`src/clb_pkg.sv`:
```
// Shared types, widths and codes for the cluster light binning block.
// No dependencies; every other file but clb_ram imports this package.
`timescale 1ns / 1ps

package clb_pkg;

  localparam int MAX_POINT_LIGHTS = 16;
  localparam int MAX_SPOT_LIGHTS  = 16;
  localparam int OFFSET_BITS      = 20;

  localparam int FUNC_W        = 2;
  localparam int SLOT_W        = 4;
  localparam int COORD_W       = 32;
  localparam int RADIUS_W      = 31;
  localparam int LIST_OFFSET_W = 20;
  localparam int HITS_W        = 5;
  localparam int HIT_INDEX_W   = 4;
  localparam int CFG_INDEX_W   = 1;
  localparam int CFG_DATA_W    = 5;

  localparam int P_AW  = (MAX_POINT_LIGHTS > 1) ? $clog2(MAX_POINT_LIGHTS) : 1;
  localparam int S_AW  = (MAX_SPOT_LIGHTS > 1) ? $clog2(MAX_SPOT_LIGHTS) : 1;
  localparam int IDX_W = (P_AW > S_AW) ? P_AW : S_AW;
  localparam int MAX_LIGHTS = (MAX_POINT_LIGHTS > MAX_SPOT_LIGHTS) ?
                              MAX_POINT_LIGHTS : MAX_SPOT_LIGHTS;
  localparam int CNT_W = $clog2(MAX_LIGHTS + 1);
  localparam int TOT_W = $clog2(MAX_POINT_LIGHTS + MAX_SPOT_LIGHTS + 1);

  typedef enum logic [FUNC_W-1:0] {
    FUNC_LOAD_POINT  = 2'd0,
    FUNC_LOAD_SPOT   = 2'd1,
    FUNC_TEST_BOX    = 2'd2,
    FUNC_START_FRAME = 2'd3
  } func_t;

  typedef enum logic [CFG_INDEX_W-1:0] {
    CFG_POINT_LIGHT_COUNT = 1'b0,
    CFG_SPOT_LIGHT_COUNT  = 1'b1
  } cfg_reg_t;

  typedef struct packed {
    logic signed [COORD_W-1:0] x;
    logic signed [COORD_W-1:0] y;
    logic signed [COORD_W-1:0] z;
    logic [RADIUS_W-1:0]       r;
  } light_t;

  localparam int LIGHT_W = $bits(light_t);

  typedef struct packed {
    logic [FUNC_W-1:0]         func;
    logic [SLOT_W-1:0]         light_slot;
    logic signed [COORD_W-1:0] pos_x;
    logic signed [COORD_W-1:0] pos_y;
    logic signed [COORD_W-1:0] pos_z;
    logic [RADIUS_W-1:0]       radius;
    logic signed [COORD_W-1:0] box_max_x;
    logic signed [COORD_W-1:0] box_max_y;
    logic signed [COORD_W-1:0] box_max_z;
  } req_t;

  typedef struct packed {
    logic                     is_header;
    logic [LIST_OFFSET_W-1:0] list_offset;
    logic [HITS_W-1:0]        point_hits;
    logic [HITS_W-1:0]        spot_hits;
    logic [HIT_INDEX_W-1:0]   hit_index;
    logic                     hit_is_spot;
    logic                     last;
  } res_t;

  // controller -> datapath
  typedef struct packed {
    logic             load_point;
    logic             load_spot;
    logic             frame_start;
    logic             box_start;
    logic             issue;
    logic             issue_spot;
    logic [IDX_W-1:0] issue_idx;
    logic             show_header;
    logic             header_done;
    logic             entry_done;
  } ctrl_cmd_t;

  // datapath -> controller
  typedef struct packed {
    logic [CNT_W-1:0] np;
    logic [CNT_W-1:0] ns;
    logic             pipe_busy;
    logic             any_hits;
    logic             one_left;
  } dp_status_t;

endpackage

```
`src/clb_controller.sv`:
```
// Controller: sequences loads, frame starts, light tests, pipe drain, header and entries.
// Uses clb_pkg command and status structs.
`timescale 1ns / 1ps

module clb_controller import clb_pkg::*; (
  input  logic              clk,
  input  logic              rst,
  input  logic              in_valid,
  input  logic [FUNC_W-1:0] in_func,
  output logic              in_ready,
  output logic              out_valid,
  input  logic              out_ready,
  input  dp_status_t        status,
  output ctrl_cmd_t         cmd
);

  typedef enum logic [2:0] {
    S_IDLE,
    S_POINT,
    S_SPOT,
    S_DRAIN,
    S_HEADER,
    S_ENTRY
  } state_t;

  state_t           state;
  logic [CNT_W-1:0] cnt;
  logic             in_xfer, out_xfer;

  assign in_ready  = (state == S_IDLE);
  assign out_valid = (state == S_HEADER) || (state == S_ENTRY);
  assign in_xfer   = in_valid && in_ready;
  assign out_xfer  = out_valid && out_ready;

  always_comb begin
    cmd = '0;
    cmd.issue_idx = IDX_W'(cnt);
    unique case (state)
      S_IDLE: begin
        if (in_xfer) begin
          unique case (func_t'(in_func))
            FUNC_LOAD_POINT:  cmd.load_point  = 1'b1;
            FUNC_LOAD_SPOT:   cmd.load_spot   = 1'b1;
            FUNC_TEST_BOX:    cmd.box_start   = 1'b1;
            FUNC_START_FRAME: cmd.frame_start = 1'b1;
            default: ;
          endcase
        end
      end
      S_POINT: begin
        cmd.issue = (cnt < status.np);
      end
      S_SPOT: begin
        cmd.issue      = (cnt < status.ns);
        cmd.issue_spot = 1'b1;
      end
      S_DRAIN: ;
      S_HEADER: begin
        cmd.show_header = 1'b1;
        cmd.header_done = out_xfer;
      end
      S_ENTRY: begin
        cmd.entry_done = out_xfer;
      end
      default: ;
    endcase
  end

  always_ff @(posedge clk) begin
    if (rst) begin
      state <= S_IDLE;
      cnt   <= '0;
    end else begin
      unique case (state)
        S_IDLE: begin
          if (in_xfer && (func_t'(in_func) == FUNC_TEST_BOX)) begin
            state <= S_POINT;
            cnt   <= '0;
          end
        end
        S_POINT: begin
          if (cnt < status.np) begin
            cnt <= cnt + 1'b1;
          end else begin
            state <= S_SPOT;
            cnt   <= '0;
          end
        end
        S_SPOT: begin
          if (cnt < status.ns) begin
            cnt <= cnt + 1'b1;
          end else begin
            state <= S_DRAIN;
          end
        end
        S_DRAIN: begin
          if (!status.pipe_busy) begin
            state <= S_HEADER;
          end
        end
        S_HEADER: begin
          if (out_xfer) begin
            state <= status.any_hits ? S_ENTRY : S_IDLE;
          end
        end
        S_ENTRY: begin
          if (out_xfer && status.one_left) begin
            state <= S_IDLE;
          end
        end
        default: state <= S_IDLE;
      endcase
    end
  end

endmodule
```
`config.mk`:
```
export PLATFORM = sky130hd
export DESIGN_NAME = clb_controller
export DESIGN_NICKNAME = d
export VERILOG_FILES = /design/src/clb_pkg.sv /design/src/clb_controller.sv
export SDC_FILE = /design/constraint.sdc
export NUM_CORES = 1
export LEC_CHECK = 0
export CAP_MARGIN = 20
export CORE_ASPECT_RATIO = 0.9
export CORE_MARGIN = 2
export CORE_UTILIZATION = 24
export DETAILED_ROUTE_END_ITERATION = 12
export DONT_BUFFER_PORTS = 1
export SYNTH_ARGS = -nofsm -noshare
export SYNTH_HDL_FRONTEND = slang
export SYNTH_SLANG_ARGS = --single-unit
```
`constraint.sdc`:
```
create_clock -name clk -period 2.8 [get_ports clk]
set_clock_uncertainty 0.1 [all_clocks]
set_input_delay 0.56 -clock clk [delete_from_list [all_inputs] [get_ports clk]]
set_output_delay 0.56 -clock clk [all_outputs]
set_load 0.01 [all_outputs]
```
==> results of run 1 <==
## registers in the layout (all words and copies together), names as in the netlist
name and cells:
cnt 5, state 3
## report_power, final
group | switching [W] | internal [W] | total, W
registers | 0.0000455 | 0.000130 | 0.000175
clock network | 0.0000413 | 0.0000928 | 0.000134
logic | 0.000141 | 0.000104 | 0.000245
## cell families after synthesis
family,after synthesis
and+or+nand+nor,48
adders and majority gates,9
DFF,8
buffers and inverters,21
AOI/OAI and AO/OA,32
## through the flow
stage                      util  worst slack, ns
after global routing      0.268            0.235
after global placement    0.256            0.539
after detailed placement  0.256            0.492
after floorplan               -            0.582
after CTS                 0.268            0.338
final                     0.268            0.374
## synthesized netlist by cell type (all sizes together) (4+ instances only)
cell type / instances / area [µm²]
ha: 9 / 113
nor3b: 4 / 52.6
nor3: 4 / 25.0
o21ai: 9 / 45.0
nand2: 10 / 40.0
buf: 8 / 57.6
inv: 13 / 48.8
nand3: 9 / 45.0
dfxtp: 8 / 160
a31oi: 5 / 52.6
a21oi: 11 / 58.8
nor2b: 4 / 25.0
nor2: 8 / 30.0
## layout make-up
type / instances / area [µm²] / share of cell area
Tap cell: 44 / 55.1 / 0.0595
Multi-Input combinational cell: 89 / 619 / 0.670
Sequential cell: 8 / 160 / 0.173
Inverter: 13 / 48.8 / 0.0528
Clock buffer: 3 / 41.3 / 0.0447
## worst reg2reg max path, cell delays in order (launching register included)
cell and delay, ns:
dfxtp_1 0.57, nor3b_4 0.39, nand2_1 0.14, a31o_2 0.30, a32oi_1 0.21, a21oi_1 0.08
## layer usage
metal | global-route usage | wire, µm
met5 | 0 | 0
met2 | 0.175 | 1040
met3 | 0.0384 | 131
met4 | 0.0257 | 0
met1 | 0.106 | 774
## worst paths after layout
| path | start | to | slack (ns) | cells after the start |
|---|---|---|---|---|
| worst max register to register | state[1] | cnt[2] | 0.90 | 5 |
| worst min register to register | cnt[4] | cnt[4] | 0.44 | 2 |
| worst min-delay path | rst | cnt[0] | 0.29 | 1 |
| worst max-delay path | cnt[2] | cmd[8] | 0.37 | 5 |
==> results.md, run 1 <==
| Result | This run |
| --- | --- |
| Share of cell area taken by muxes after synthesis | 0 |
| Number of top-level pins | 34 |
| Maximum number of pins on one net before global-route repair | 14 |
| Detailed-route wire length | 1940 µm |
| CTS Sinks | 8 |
| Worst vdd ir | 0.000150 V |
| Antenna diode instance count | 0 |
| Fraction of the mapped netlist area in adder cells | 0.127 |
| Post-layout instance count excluding filler cells | 157 |
| Via count | 785 |
| Root buffer selected by CTS | clkbuf_8 |
| Minimum clock period after layout | 2.43 ns |
| Family of cells with the greatest summed delay on the critical path | compound AO/OA/AOI/OAI gates |
| Remaining routing DRC violations | 0 |
| Run status | completed |
| Number of H-tree branching levels | 1 |
| Unrepaired setup endpoints after global routing | no |
| Buffers added on ports | 0 |
| Cell variety after synth | 36 |
| Number of flops mapped to enable cells by yosys | 0 |
| Maximum fanout encountered on the critical timing path | 8 |
| Total iterations of the first detailed-routing run | 4 |
| Core ar. | 0.00345 mm² |
| Final worst hold slack | 0.291 ns |
| Clock latency reported for the late side of the worst-skew pair | 0.23 ns |
| Via density | 5.00 |
| Area growth syn-to-layout | 4.38% |
| CP Capture Type | output pin |
| Number of buffers added by the clock tree synthesis step | 3 |
| Setup Total Neg Slack | 0 ns |
| Dominant combinational cell family by area after synthesis | simple AND/OR/NAND/NOR gates |
| Number of post-CTS setup repair buffers | 0 |
| Post-Synthesis Cells | 118 |
| Path type of the worst setup path | reg -> out |
| Maximum number of buffers from clock root to sink | 2 |
| List of cells traversed by the critical path | ha_1 > a21oi_1 > o21ai_1 > a31o_1 > nand2_1 |
| DP HPWL | 1620 µm |
| Post-route standard cell area excluding fillers | 925 µm² |
| Global-route wire length before repair | 3070 µm |
| Overall die height | 61.6 µm |
| Average detailed-routed wire length per instance | 12.4 µm |
| Number of global-route vias before repair | 758 |
| Min-delay worst type | in -> reg |
| Average cell area after synthesis | 7.51 µm² |
| Number of failing setup endpoints in the final timing report | 0 |
| Share of synthesized flip-flops with an asynchronous set or reset | 0 |
| Net count after synthesis | 146 |
| Hold Fails Final Rpt | 0 |
| CTS tree | done |
| Max Cap Viol | 0 |
| Max Clk Rate | 412 MHz |
| Number of register bits inferred by synthesis | 8 |
| Fraction of final layout cells sized beyond drive strength 1 | 0.115 |
| Resize count post-CTS | 0 |
| DIE AREA | 0.00419 mm² |
| Worst Path Arrival | 1.77 ns |
| Most frequent cells in the layout | inv_1 (13), a21oi_1 (10), nand2_1 (9), nand3_1 (9), ha_1 (9) |
| Area share of and/or/nand/nor cells after synthesis | 0.321 |
| Cell area after synthesis | 886 µm² |
| Slew Viols, Final | 0 |
| Filler Cell Count | 373 |
| Clk pin slew, worst setup/hold paths | 0.04 ns |
| Cell type of the slowest stage on the worst timing path | dfxtp_1 |
| Final worst-path cycle share | 0.866 |
| Transition time at the pin with the least slew margin | 0.480 ns |
| Most frequently used flop master after synthesis | dfxtp_1 |
| Seq/Total Area, Yosys | 0.181 |
| Overall power consumption | 0.000554 W |
| Die extent in x | 68.0 µm |
| Area share of xor/xnor cells in the synthesized design | 0 |
| Number of antenna violations at the first check in global routing | 0 |
| GPL Wtd Cong | 0.690 |
| Number of DRC markers after the initial detailed-route iteration | 34 |
| Nets | 143 |
| Total GRT Usage | 0.0969 |
| Commonest non-fill, non-tap cell in the layout | inv_1 |
| Placed cell count | 154 |
| Delay contributed by the slowest stage of the critical path | 0.51 ns |
| GRT Residual Overflow | 0 |
| Pleak | 0.400 nW |
| Starting Density | 0.257 |
| Number of synthesis warnings | 0 |
| Worst path buffer plus inverter count | 0 |
| Placed standard-cell area | 883 µm² |
| Post-CTS Hold Buffers | 0 |
| Row count | 20 |
| Max-slew headroom | 0.679 |
| Synth Area in Compound Gates | 0.251 |
| PwrDens | 599 mW/mm² |
| Number of nets still failing antenna checks after routing | 0 |
| Required time at the endpoint of the critical path | 2.14 ns |
| Launching element type of the critical path | flip-flop |
No activity file was read; power rests on OpenSTA's default activity.
==> inputs of run 2 (changes only) <==
--- a/config.mk
+++ b/config.mk
@@ -8,7 +8,7 @@
 export CAP_MARGIN = 20
 export CORE_ASPECT_RATIO = 0.9
 export CORE_MARGIN = 2
-export CORE_UTILIZATION = 24
+export CORE_UTILIZATION = 30
 export DETAILED_ROUTE_END_ITERATION = 12
 export DONT_BUFFER_PORTS = 1
 export SYNTH_ARGS = -nofsm -noshare
==> run 2 against run 1 <==
Net effect: highest routed layer unchanged; fmax is 1.5% lower; register-to-register slack lost 0.02 ns; die area is 19% lower; count of clock-buffer cells in the layout unchanged; sequential share of layout area rose by 0.46 points; sequential cell count unchanged; first-iteration DRC count shrank 62%.
==> results.md, run 2 (synthesis results as in run 1) <==
| Result | This run | Change |
| --- | --- | --- |
| Max Cap Viol | 0 | unchanged |
| Most common cell on crit path | nand2_1 |  |
| Launching point of the worst reg2reg path | state[1] |  |
| Max-slew headroom | 0.667 | -0.0125 |
| Resize count post-CTS | 0 | unchanged |
| Starting Density | 0.320 | +0.0633 |
| Number of failing setup endpoints in the final timing report | 0 | unchanged |
| Worst path buffer plus inverter count | 0 | unchanged |
| CTS Sinks | 8 | unchanged |
| Post-CTS Hold Buffers | 0 | unchanged |
| Min-delay worst type | in -> reg |  |
| Average detailed-routed wire length per instance | 12.8 µm | +3.1% |
| Top flop regs | cnt x5, state x3 |  |
| M1 WL | 818 µm | +5.7% |
| Amount of wire on met2 after detailed routing | 997 µm | -3.9% |
| Antenna diode instance count | 0 | unchanged |
| Filler Cell Count | 316 | -15% |
| Final worst-path cycle share | 0.880 | +0.0136 |
| PwrDens | 570 mW/mm² | -4.9% |
| Max Clk Rate | 406 MHz | -1.5% |
| Clock latency reported for the late side of the worst-skew pair | 0.25 ns | +0.02 ns |
| Launching element type of the critical path | flip-flop |  |
| Die extent in x | 61.3 µm | -9.9% |
| CP Capture Type | output pin |  |
| Number of top-level pins | 34 | unchanged |
| Overall die height | 55.6 µm | -9.9% |
| Placed cell count | 150 | -2.6% |
| Family of cells with the greatest summed delay on the critical path | simple AND/OR/NAND/NOR gates |  |
| Transition time at the pin with the least slew margin | 0.496 ns | +0.0161 ns |
| Path type of the worst setup path | reg -> out |  |
| Final core utilization | 0.325 | +0.0574 |
| Nets | 143 | unchanged |
| Detailed-route wire length | 1950 µm | +0.51% |
| Minimum clock period after layout | 2.46 ns | +0.0381 ns |
| Maximum number of pins on one net before global-route repair | 14 | unchanged |
| Setup ws final | 0.336 ns | -0.0381 ns |
| Metal3 WL | 138 µm | +5.3% |
| Remaining routing DRC violations | 0 | unchanged |
| Fraction of final layout cells sized beyond drive strength 1 | 0.115 | unchanged |
| Number of H-tree branching levels | 1 | unchanged |
| Required time at the endpoint of the critical path | 2.14 ns | about the same |
| Number of antenna violations at the first check in global routing | 0 | unchanged |
| Slew Viols, Final | 0 | unchanged |
| Maximum number of buffers from clock root to sink | 2 | unchanged |
| Hold path startpoint | rst |  |
| Global-route wire length before repair | 3150 µm | +2.5% |
| Via count | 809 | +3.1% |
| List of cells traversed by the critical path | nor3b_4 > nand2_1 > a31o_2 > nand2_1 |  |
| Via density | 5.29 | +5.8% |
| Cell type of the slowest stage on the worst timing path | dfxtp_1 |  |
| Top metal layer carrying routed signals | met3 |  |
| Root buffer selected by CTS | clkbuf_4 |  |
| Number of DRC markers after the initial detailed-route iteration | 13 | -62% |
| Run status | completed |  |
| Total iterations of the first detailed-routing run | 5 | +1 |
| Start point of the critical path | state[1] |  |
| Number of buffers added by the clock tree synthesis step | 3 | unchanged |
| Buffers added on ports | 0 | unchanged |
| CTS tree | done |  |
| GRT Residual Overflow | 0 | unchanged |
| Delay contributed by the slowest stage of the critical path | 0.57 ns | +0.06 ns |
| Post-layout instance count excluding filler cells | 153 | -2.5% |
| Flip-flop count of the largest register after layout | 5 | unchanged |
| Post-Place Setup Slack | 0.464 ns | -0.0284 ns |
| DIE AREA | 0.00340 mm² | -19% |
| Core ar. | 0.00277 mm² | -20% |
| Hold Fails Final Rpt | 0 | unchanged |
| Commonest non-fill, non-tap cell in the layout | inv_1 |  |
| Setup Total Neg Slack | 0 ns | unchanged |
| DP HPWL | 1540 µm | -5.0% |
| Row count | 18 | -10% |
| Number of global-route vias before repair | 717 | -5.4% |
| Unrepaired setup endpoints after global routing | no |  |
| Pleak | 0.392 nW | -1.9% |
| Maximum fanout encountered on the critical timing path | 13 | +5 |
| Number of nets still failing antenna checks after routing | 0 | unchanged |
| Area growth syn-to-layout | 1.69% |  |
| Most frequent cells in the layout | inv_1 (13), a21oi_1 (10), nand2_1 (9), nand3_1 (9), ha_1 (9) |  |
| Worst Path Arrival | 1.80 ns | +0.03 ns |
| GPL Wtd Cong | 0.784 | +13% |
| Worst vdd ir | 0.000305 V | +100% |
| Largest register by flop count | cnt |  |
| Number of post-CTS setup repair buffers | 0 | unchanged |
| Final worst hold slack | 0.264 ns | -0.0274 ns |
| Clk pin slew, worst setup/hold paths | 0.05 ns | about the same |
| Total GRT Usage | 0.118 | +0.0207 |
## run 2: area by class of cell
type	instances	area [µm²]	area share
Clock buffer	3	22.5	0.0250
Inverter	13	48.8	0.0542
Multi-Input combinational cell	89	619	0.688
Sequential cell	8	160	0.178
Tap cell	40	50.0	0.0556
## run 2: where the power goes
part / internal (W) / switching (W)
sequential: 0.000129 / 0.0000454
combinational: 0.000104 / 0.000147
clock: 0.0000490 / 0.0000390
total: 0.000282 / 0.000231
## run 2: worst reg2reg max path, stage by stage, from the launching register on
cell and delay [ns]:
dfxtp_1 0.57, nor3b_4 0.41, nand2_1 0.14, a31o_2 0.30, a32oi_1 0.20, a21oi_1 0.08
## run 2: final timing paths
kind | to | slack, ns | cells after the start
worst max-delay path | cmd[8] | 0.34 | 4
worst min-delay path | cnt[0] | 0.26 | 1
worst max register to register | cnt[2] | 0.88 | 5
worst min register to register | cnt[4] | 0.44 | 2
## run 2: routing by layer
| layer | track usage | up-vias |
|---|---|---|
| met1 | 0.149 | 374 |
| met2 | 0.185 | 25 |
| met4 | 0.0124 | 0 |
| met3 | 0.0562 | 0 |
| li1 | - | 410 |
| met5 | 0 | - |
## run 2: metrics by stage
step	area (µm²)	total power (W)
after global routing	901	0.000552
after global placement	878	0.000416
final	901	0.000514
after detailed placement	878	0.000426
after CTS	901	0.000516
after floorplan	886	0.000396
==> inputs of run 3 (changes only) <==
--- a/config.mk
+++ b/config.mk
@@ -6,11 +6,12 @@
 export NUM_CORES = 1
 export LEC_CHECK = 0
 export CAP_MARGIN = 20
-export CORE_ASPECT_RATIO = 0.9
+export CORE_ASPECT_RATIO = 0.75
 export CORE_MARGIN = 2
 export CORE_UTILIZATION = 30
 export DETAILED_ROUTE_END_ITERATION = 12
 export DONT_BUFFER_PORTS = 1
+export GPL_TIMING_DRIVEN = 0
 export SYNTH_ARGS = -nofsm -noshare
 export SYNTH_HDL_FRONTEND = slang
 export SYNTH_SLANG_ARGS = --single-unit
==> run 3 against run 2 <==
Net effect: fmax is 3.6% higher; worst hold slack improved by 0.18 ns; sequential share of layout area shrank 1.3 points; core utilization up 1.4 points; sequential cell count did not move.
==> results.md, run 3 (synthesis results as in run 1) <==
| Result | This run | Change |
| --- | --- | --- |
| Max Clk Rate | 420 MHz | +3.6% |
| Number of nets still failing antenna checks after routing | 0 | unchanged |
| Maximum fanout encountered on the critical timing path | 8 | -5 |
| Total iterations of the first detailed-routing run | 4 | -1 |
| Global-route wire length before repair | 3220 µm | +2.4% |
| Transition time at the pin with the least slew margin | 0.465 ns | -0.0316 ns |
| Final worst-path cycle share | 0.849 | -0.0304 |
| Placed standard-cell area | 933 µm² | +6.3% |
| DP HPWL | 1510 µm | -1.6% |
| Placed cell count | 156 | +4.0% |
| Resize count post-CTS | 0 | unchanged |
| Core ar. | 0.00287 mm² | +3.7% |
| Largest register by flop count | cnt |  |
| Via count | 836 | +3.3% |
| Clk pin slew, worst setup/hold paths | 0.04 ns | about the same |
| Unrepaired setup endpoints after global routing | no |  |
| Post-CTS Hold Buffers | 0 | unchanged |
| Die extent in x | 66.7 µm | +8.9% |
| Buffers added on ports | 0 | unchanged |
| Slew Viols, Final | 0 | unchanged |
| Overall die height | 51.1 µm | -8.1% |
| Post-layout instance count excluding filler cells | 159 | +3.9% |
| Area growth syn-to-layout | 10.0% |  |
| Required time at the endpoint of the critical path | 2.14 ns | about the same |
| Min-delay worst type | reg -> reg |  |
| Number of H-tree branching levels | 1 | unchanged |
| Worst vdd ir | 0.000244 V | -20% |
| Number of post-CTS setup repair buffers | 0 | unchanged |
| Flip-flop count of the largest register after layout | 5 | unchanged |
| Number of top-level pins | 34 | unchanged |
| Clock latency reported for the late side of the worst-skew pair | 0.22 ns | -0.03 ns |
| Remaining routing DRC violations | 0 | unchanged |
| Commonest non-fill, non-tap cell in the layout | inv_1 |  |
| Number of global-route vias before repair | 720 | +0.42% |
| Detailed-route wire length | 1910 µm | -2.5% |
| Fraction of final layout cells sized beyond drive strength 1 | 0.165 | +0.0502 |
| Antenna diode instance count | 0 | unchanged |
| Setup Total Neg Slack | 0 ns | unchanged |
| Final worst hold slack | 0.444 ns | +0.180 ns |
| GPL Wtd Cong | 0.800 | +2.1% |
| Hold Fails Final Rpt | 0 | unchanged |
| Worst Path Arrival | 1.72 ns | -0.08 ns |
| Row count | 17 | -1 |
| Minimum clock period after layout | 2.38 ns | -0.0852 ns |
| Total GRT Usage | 0.123 | +0.00564 |
| Maximum number of pins on one net before global-route repair | 11 | -3 |
| Launching element type of the critical path | flip-flop |  |
| Average detailed-routed wire length per instance | 12.0 µm | -6.1% |
| Path type of the worst setup path | reg -> out |  |
| Max-slew headroom | 0.688 | +0.0212 |
| CP Capture Type | output pin |  |
| Max Cap Viol | 0 | unchanged |
| GRT Residual Overflow | 0 | unchanged |
| Number of DRC markers after the initial detailed-route iteration | 30 | +17 |
| Starting Density | 0.308 | -0.0113 |
| Top flop regs | cnt x5, state x3 |  |
| Number of failing setup endpoints in the final timing report | 0 | unchanged |
| CTS Sinks | 8 | unchanged |
| Nets | 151 | +5.6% |
| Post-route standard cell area excluding fillers | 975 µm² | +8.2% |
| CTS tree | done |  |
| Run status | completed |  |
| Root buffer selected by CTS | clkbuf_8 |  |
| PwrDens | 596 mW/mm² | +4.6% |
| Maximum number of buffers from clock root to sink | 2 | unchanged |
| Number of buffers added by the clock tree synthesis step | 3 | unchanged |
| Number of antenna violations at the first check in global routing | 0 | unchanged |
| Pleak | 0.440 nW | +12% |
| DIE AREA | 0.00341 mm² | +0.11% |
| Most frequent cells in the layout | inv_1 (13), a21oi_1 (10), nand2_1 (9), nand3_1 (9), ha_1 (9) |  |
| Via density | 5.26 | -0.56% |
==> run 3: critical path, cell delays in order (launching register included) <==
cell	delay, ns
dfxtp_1	0.46
ha_1	0.30
a21oi_1	0.12
o21ai_1	0.18
a31o_1	0.30
nand2_1	0.13
==> run 3: path summary, 6_finish.rpt <==
path / from / slack, ns / to / cells past startpoint
worst max register to register: cnt[2] / 0.98 / cnt[2] / 6
worst max-delay path: cnt[2] / 0.42 / cmd[8] / 5
worst min-delay path: cnt[4] / 0.44 / cnt[4] / 2
worst min register to register: cnt[4] / 0.44 / cnt[4] / 2
==> run 3: report_power, final <==
part | switching [W] | internal, W
Sequential | 0.0000239 | 0.000130
Combinational | 0.000173 | 0.000120
Clock | 0.0000415 | 0.0000928
==> run 3: metal layers <==
layer / GRT usage / vias to the layer above / share of wire
li1: - / 423 / -
met1: 0.164 / 397 / 0.48
met2: 0.187 / 14 / 0.47
met3: 0.0463 / 2 / 0.047
met4: 0.0306 / 0 / 0.0047
met5: 0 / - / 0
==> run 3: area by class of cell <==
type                    instances  area [µm²]
flip-flops and latches          8         160
plain buffers                   8        57.6
multi-input cells              89         619
clock buffers                   3        41.3
fillers                       315        1900
inverters                      13        48.8
well taps                      38        47.5
==> run 3: metrics by stage <==
step	worst slack, ns	util	power [W]
4_1_cts	0.429	0.339	0.000586
3_3_place_gp	0.476	0.325	0.000442
6_report	0.421	0.339	0.000581
5_1_grt	0.301	0.339	0.000629
3_5_place_dp	0.483	0.325	0.000450
2_1_floorplan	0.582	-	0.000396
